### config.mk
export PLATFORM = sky130hd
export DESIGN_NAME = ieb_reduce
export DESIGN_NICKNAME = d
export VERILOG_FILES = /design/src/rtl/core/ieb_reduce.sv
export SDC_FILE = /design/constraint.sdc
export NUM_CORES = 1
export LEC_CHECK = 0
export BUFFER_PORTS_ARGS = -buffer_cell sky130_fd_sc_hd__buf_4
export CAP_MARGIN = 20
export CELL_PAD_IN_SITES_DETAIL_PLACEMENT = 0
export CELL_PAD_IN_SITES_GLOBAL_PLACEMENT = 1
export CORE_MARGIN = 4
export CORE_UTILIZATION = 36
export CTS_CLUSTER_DIAMETER = 30
export DETAILED_ROUTE_END_ITERATION = 10
export HOLD_SLACK_MARGIN = 0.05
export MAX_ROUTING_LAYER = met4
export PLACE_DENSITY_LB_ADDON = 0.1
export SYNTH_ARGS = -nofsm -noshare
export SYNTH_HDL_FRONTEND = slang
export SYNTH_SLANG_ARGS = --single-unit
### constraint.sdc
create_clock -name i_clk -period 1.55 [get_ports i_clk]
set_input_delay 0.31 -clock i_clk [delete_from_list [all_inputs] [get_ports i_clk]]
set_output_delay 0.31 -clock i_clk [all_outputs]
set_load 0.01 [all_outputs]
### src/rtl/core/ieb_reduce.sv
// remainder by a constant divisor through a reciprocal multiply; value, quotient and remainder are registered in turn
`default_nettype none

module ieb_reduce #(
    parameter int VW  = 16,
    parameter int DIV = 256
) (
    input  wire logic          i_clk,
    input  wire logic          i_rst_n,
    input  wire logic          i_start,
    input  wire logic [VW-1:0] i_value,
    output logic               o_done,
    output logic [$clog2(DIV)-1:0] o_result
);

    localparam int RW = $clog2(DIV);
    localparam int SH = VW + RW;
    localparam int QW = VW - RW + 1;
    localparam longint unsigned RECIP = ((64'd1 << SH) + 64'(DIV) - 64'd1) / 64'(DIV);
    localparam logic [VW:0] RECIP_C = (VW + 1)'(RECIP);
    localparam logic [VW:0] DIV_C   = (VW + 1)'(DIV);

    logic [VW-1:0] r_v;
    logic [QW-1:0] r_q;
    logic [RW-1:0] r_r;
    logic          r_s1;
    logic          r_s2;
    logic          r_done;
    logic [2*VW:0] prod;
    logic [VW:0]   qd;
    logic [VW:0]   rem;

    // quotient from the scaled reciprocal, then value minus quotient times divisor
    always_comb begin
        prod = {{(VW + 1){1'b0}}, r_v} * {{VW{1'b0}}, RECIP_C};
        qd   = {{RW{1'b0}}, r_q} * DIV_C;
        rem  = {1'b0, r_v} - qd;
    end

    always_ff @(posedge i_clk) begin
        if (!i_rst_n) begin
            r_s1   <= 1'b0;
            r_s2   <= 1'b0;
            r_done <= 1'b0;
        end else begin
            r_s1   <= i_start;
            r_s2   <= r_s1;
            r_done <= r_s2;
        end
    end

    always_ff @(posedge i_clk) begin
        if (i_start) begin
            r_v <= i_value;
        end
        if (r_s1) begin
            r_q <= prod[SH +: QW];
        end
        if (r_s2) begin
            r_r <= rem[RW-1:0];
        end
    end

    assign o_done   = r_done;
    assign o_result = r_r;

endmodule

`default_nettype wire

-- Yosys cells after proc, flatten, opt, wreduce, memory -nomap -nowiden
Cells that the tools add are included.
- add/sub/neg operators: 1
- operators by type and width (cell ; count):
    $sub 8x1->8 const B ; 1
- logic and storage cells: 6
- input bits: 19
- bits in registers: 19

-- Depth between registers and ports, before layout
Gate-level depths: netlist of run 1.
- word-level depth: 1
- mapped depth: 1
- mapped depth without buffers: 1

-- Worst setup path after synthesis of run 1
Ideal clock, no wire load.
- path type: reg-to-reg
- start: reg r_s2
- end: reg r_r[0] (netlist: o_result[0]), enable pin
- setup slack: 766 ps
- path buffers: 0
- arrival time: 452 ps
- setup time: 332 ps
- cell stages (with the launch flop): 1
- path through: dfxtp_1
- RTL lines (element ; line ; RTL):
    start, declared ; 27 ; logic r_s2;
    start signal, assigned ; 47 ; r_s2 <= r_s1;
    end signal, assigned ; 60 ; r_r <= rem[RW-1:0];
    end, declared ; 25 ; logic [RW-1:0] r_r;
No word-level cell between the ends.

-- Worst setup path after layout of run 1
- start: reg r_r[2] (netlist: o_result[2])
- end: out o_result[2]
- RTL lines (element ; line ; RTL):
    end, declared ; 13 ; output logic [$clog2(DIV)-1:0] o_result
No word-level cell between the ends.

==> flow_summary.json, run 1 <==
{
  "p_int_uw": 709,
  "cts_max_level": 1,
  "power_density_mw_per_mm2": 1150,
  "synth_area_sq_um": 559,
  "worstPathArrival_ns": 0.82,
  "nets": 65,
  "pwr-share-seq_pct": 68.8,
  "port_buffers": 19,
  "die_w_um": 47.4,
  "viasPerCell": 4.48,
  "post_cts_resized": 0,
  "drt_first_pass_iters": 2,
  "min_period_ns": 1.13,
  "fmax_mhz": 887,
  "antenna_found_initial": 0,
  "postRouteAntennaNets": 0,
  "crit_chain": "buf_4",
  "start_kind": "flip-flop",
  "crit_type": "reg2out",
  "grt_max_degree": 11,
  "finalHoldViolCount": 0,
  "status": "complete, no violations",
  "leakagePower_uw": 0.000292,
  "diodes": 0,
  "grt_pass1_vias": 260,
  "combinationalPowerShare_pct": 4.5,
  "die_h_um": 47.4,
  "slew_headroom_pct": 74.7,
  "core_area_sq_mm": 0.00138,
  "tightestPinTransition_ns": 0.380,
  "num_rows": 13,
  "grt-ovfl-total": 0,
  "first_iter_violations": 1,
  "synth.net_count": 41,
  "critPathBufInv": 1,
  "rsz0062_at_grt": "no",
  "setup_tns_ns": 0,
  "end_kind": "primary output",
  "tritoncts": "done",
  "crit_family": "flip-flops",
  "cts_sinks": 19,
  "hp-class": "in2reg",
  "clock_latency_ns": 0.28,
  "grt_use_total_pct": 6.99,
  "path_clk_slew_ns": 0.09,
  "wire_per_inst_um": 12.0,
  "dp_slack_ns": 0.659,
  "critPathRequiredTime_ns": 1.24,
  "ir_drop_uv": 516,
  "postCtsSetupBuffers": 0,
  "layout_setup_ws_ns": 0.422,
  "grt_pass1_wl_um": 986,
  "finalCritPeriodShare_pct": 72.8,
  "total_power_uw": 862,
  "switching_share_pct": 17.7,
  "areaGrowthSynthToFinish_pct": 33.6,
  "gp_congestion": 0.574,
  "synth-seq-cells": 19,
  "io_pins": 28,
  "path_max_fanout": 1,
  "hold_buffers": 0,
  "seq_area_frac_synth_pct": 96.6,
  "syn_avg_cell_area_sq_um": 25.4,
  "slowest_delay_ns": 0.39,
  "cts_buffers": 3,
  "skew_ns": 0.00130,
  "setup_viol": 0,
  "final_core_util_pct": 54.0,
  "slowest_stage": "edfxtp_1",
  "root_buffer": "clkbuf_4",
  "start_util_pct": 40.5,
  "dieArea_sq_mm": 0.00225,
  "vias": 269,
  "slew_violations": 0,
  "clockPowerShare_pct": 26.7,
  "synth_cell_types": 3,
  "synth_cells": 22,
  "netSwitchingPower_uw": 153,
  "synth_warnings": 0,
  "layout-drive-gt1-share_pct": 48.9,
  "drv_cap": 0,
  "drc_errors": 0,
  "drt-total-wl_um": 720,
  "max-clock-path-buffers": 2
}
layout by cell type, fill, tap and decap left out:
cell type	count
dfxtp_1	3
clkbuf_4	3
clkbuf_1	1
edfxtp_1	16
and2_1	3
buf_4	19
registers in the layout, summed over array words and instances (netlist names):
name      count
r_s1          1
r_v           8
o_result      8
r_s2          1
o_done        1
synthesized netlist by cell type:
cell type  number  area (sq um)
and2_1          3          18.8
edfxtp_1       16           480
dfxtp_1         3          60.1
metal layers:
metal / global-route usage (%) / part of all wire, % / up-vias
met5: - / 0 / -
met4: 4.97 / 0.83 / 0
met3: 2.26 / 8.8 / 2
met2: 12.6 / 56 / 12
met1: 5.87 / 34 / 127
li1: - / - / 128
stage by stage:
step	cells	cell area (sq um)	hold slack, ns
after floorplan	22	559	0.400
after global placement	56	721	0.402
after detailed placement	56	721	0.405
after CTS	60	747	0.190
after global routing	60	747	0.184
final	60	747	0.200
power groups by stage:
stage / Clock (uW) / Combinational [uW] / Sequential [uW]
floorplan: 0 / 1.87 / 607
global placement: 0 / 38.2 / 604
detailed placement: 0 / 39.3 / 605
CTS: 240 / 39.3 / 593
global route: 258 / 42.4 / 595
finish: 230 / 38.8 / 593
path summary, 6_finish.rpt:
kind / from / to / slack [ns] / cells past startpoint
max: o_result[2] / o_result[2] / 0.42 / 1
min: i_value[7] / r_v[7] / 0.20 / 1
max reg2reg: r_s2 / o_result[4] / 0.66 / 0
min reg2reg: r_v[0] / o_result[0] / 0.43 / 0
layout make-up:
class,instances,area [sq um]
fill,109,636
sequential,19,541
timing repair buffer,19,143
clock buffer,4,26.3
multi-input combinational,3,18.8
tap,15,18.8
cell families (layout without fill, tap and decap cells):
kind of cell	Yosys count	after routing	synth area share, %
DFF	19	19	96.6
and+or+nand+nor	3	3	3.36
buffers and inverters	0	23	0
No activity file was read; power rests on OpenSTA's default activity.
==> inputs of run 2 (changes only) <==
--- a/config.mk
+++ b/config.mk
@@ -5,12 +5,13 @@
 export SDC_FILE = /design/constraint.sdc
 export NUM_CORES = 1
 export LEC_CHECK = 0
+export ABC_AREA = 1
 export BUFFER_PORTS_ARGS = -buffer_cell sky130_fd_sc_hd__buf_4
 export CAP_MARGIN = 20
 export CELL_PAD_IN_SITES_DETAIL_PLACEMENT = 0
 export CELL_PAD_IN_SITES_GLOBAL_PLACEMENT = 1
 export CORE_MARGIN = 4
-export CORE_UTILIZATION = 36
+export CORE_UTILIZATION = 33
 export CTS_CLUSTER_DIAMETER = 30
 export DETAILED_ROUTE_END_ITERATION = 10
 export HOLD_SLACK_MARGIN = 0.05
==> constraint.sdc (replaced) <==
create_clock -name i_clk -period 1.1 [get_ports i_clk]
set_input_delay 0.22 -clock i_clk [delete_from_list [all_inputs] [get_ports i_clk]]
set_output_delay 0.22 -clock i_clk [all_outputs]
set_load 0.01 [all_outputs]
==> run 2 against run 1 <==
Net effect:
- sequential cell count stayed put
- combinational power rose by 46%
- setup slack worse by 0.37 ns
- area after synthesis up 0.67%
- clock skew is 0.0034 ns higher
- clock power grew 44%
- design area up 1.3%
- via count grew 5.2%
- critical path depth did not move
- critical endpoint is now o_result[3]
==> flow_summary.json, run 2 <==
{
  "port_buffers": 19,
  "power_density_mw_per_mm2": 1620,
  "worstPathArrival_ns": 0.83,
  "postCtsSetupBuffers": 0,
  "slowest_stage": "edfxtp_1",
  "finalCritPeriodShare_pct": 95.1,
  "synth-async-reset-ratio_pct": 0,
  "switching_share_pct": 18.8,
  "path_clk_slew_ns": 0.10,
  "antenna_found_initial": 0,
  "synth_area_sq_um": 563,
  "first_iter_violations": 3,
  "synth_cells": 25,
  "synth.net_count": 44,
  "drc_errors": 0,
  "drt-total-wl_um": 817,
  "seq_area_frac_synth_pct": 96.0,
  "cts_buffers": 3,
  "postRouteAntennaNets": 0,
  "syn_avg_cell_area_sq_um": 22.5,
  "crit_type": "reg2out",
  "yosys-top-cells-count": "edfxtp_1 (16), dfxtp_1 (3), inv_1 (3), nand2_1 (3)",
  "die_w_um": 49.3,
  "synth_cell_types": 4,
  "netSwitchingPower_uw": 230,
  "drv_cap": 0,
  "setup_tns_ns": 0,
  "slew_headroom_pct": 73.3,
  "slew_violations": 0,
  "synth_fa_ha_area_share_pct": 0,
  "wire_per_inst_um": 12.8,
  "start_kind": "flip-flop",
  "layout-drive-gt1-share_pct": 47.9,
  "pwr-share-seq_pct": 68.3,
  "io_pins": 28,
  "post_cts_resized": 0,
  "cts_max_level": 1,
  "leakagePower_uw": 0.000318,
  "drt_first_pass_iters": 2,
  "vias": 283,
  "areaGrowthSynthToFinish_pct": 34.4,
  "max-clock-path-buffers": 2,
  "tightestPinTransition_ns": 0.400,
  "grt_pass1_wl_um": 1300,
  "p_int_uw": 994,
  "nFillCells": 135,
  "ir_drop_uv": 857,
  "layout_common_cells": "buf_4 (18), edfxtp_1 (16)",
  "grt_use_total_pct": 7.81,
  "yosys.area_share.simple_pct": 2.00,
  "synthXorXnorAreaFrac_pct": 0,
  "skew_ns": 0.00469,
  "tritoncts": "done",
  "layout_commonest_cell": "buf_4",
  "synth_top_family_by_area": "buffers and inverters",
  "clock_latency_ns": 0.28,
  "cts_sinks": 19,
  "crit_chain": "buf_6",
  "hp-class": "in2reg",
  "path_max_fanout": 1,
  "critPathRequiredTime_ns": 0.88,
  "critPathBufInv": 1,
  "root_buffer": "clkbuf_4",
  "die_h_um": 49.3,
  "finalHoldViolCount": 0,
  "dpl.hpwl_um": 608,
  "synth_mux_area_share_pct": 0,
  "viasPerCell": 4.42,
  "synth_top_flop_cell": "edfxtp_1",
  "end_kind": "primary output",
  "start_util_pct": 36.1,
  "yosys.area.top_type_share_pct": 85.3,
  "grt-ovfl-total": 0,
  "synth-edff-count": 16,
  "grt_pass1_vias": 304,
  "yosysTopAreaCell": "edfxtp_1",
  "combinationalPowerShare_pct": 4.6,
  "slowest_delay_ns": 0.41,
  "crit_family": "flip-flops",
  "diodes": 0,
  "dieArea_sq_mm": 0.00243,
  "grt_max_degree": 12,
  "nets": 68,
  "total_power_uw": 1220,
  "rsz0062_at_grt": "yes",
  "status": "complete, no violations",
  "core_area_sq_mm": 0.00156,
  "setup_viol": 0,
  "num_rows": 14,
  "synth-seq-cells": 19,
  "gp_congestion": 0.524,
  "fmax_mhz": 955,
  "synth_compound_area_share_pct": 0,
  "hold_buffers": 0,
  "min_period_ns": 1.05,
  "synth_most_common_cell": "edfxtp_1",
  "ys_top_cells_by_area": "edfxtp_1 (85%), dfxtp_1 (11%), inv_1 (2.0%)",
  "clockPowerShare_pct": 27.0,
  "rrSetupSlack_ns": 0.19,
  "synth_warnings": 0
}
-- run 2: power groups by stage --
stage	Combinational [uW]	Clock [uW]	Sequential [uW]
6_report	56.8	331	837
4_1_cts	57.0	351	837
5_1_grt	62.7	386	841
3_3_place_gp	54.4	0	851
2_1_floorplan	2.86	0	855
3_5_place_dp	56.7	0	854
-- run 2: metrics by stage --
step | std cells | utilization [%] | setup slack [ns] | cell area, sq um | hold slack [ns]
floorplan | 25 | - | 0.309 | 563 | 0.313
global placement | 60 | 46.5 | 0.246 | 726 | 0.399
detailed placement | 60 | 46.5 | 0.199 | 726 | 0.399
CTS | 64 | 48.3 | 0.0240 | 753 | 0.0901
global route | 64 | 48.6 | -0.00674 | 757 | 0.0753
finish | 64 | 48.6 | 0.0534 | 757 | 0.102
-- run 2: layout make-up --
type | instances | area (sq um) | share of cell area, %
Multi-Input combinational cell | 3 | 11.3 | 1.49
Clock inverter | 1 | 5.00 | 0.661
Tap cell | 16 | 20.0 | 2.64
Inverter | 3 | 11.3 | 1.49
Timing Repair Buffer | 19 | 146 | 19.3
Clock buffer | 3 | 22.5 | 2.98
Sequential cell | 19 | 541 | 71.4
-- run 2: path summary, 6_finish.rpt --
| path | startpoint | endpoint | depth (start not counted) |
|---|---|---|---|
| worst max-delay path | o_result[3] | o_result[3] | 1 |
| worst min-delay path | i_value[4] | r_v[4] | 1 |
| worst max register to register | r_s2 | o_result[7] | 0 |
| worst min register to register | r_v[0] | o_result[0] | 0 |
-- run 2: cell families (layout without fill, tap and decap cells) --
group | after synthesis | count (layout)
buf+inv | 3 | 26
simple gates | 3 | 3
flops | 19 | 19
-- run 2: metal layers --
layer	vias to the layer above	track usage [%]	part of all wire, %
li1	134	-	-
met1	135	6.05	32
met2	12	13.8	58
met3	2	3.67	8.8
met4	0	5.69	0.61
met5	-	-	0
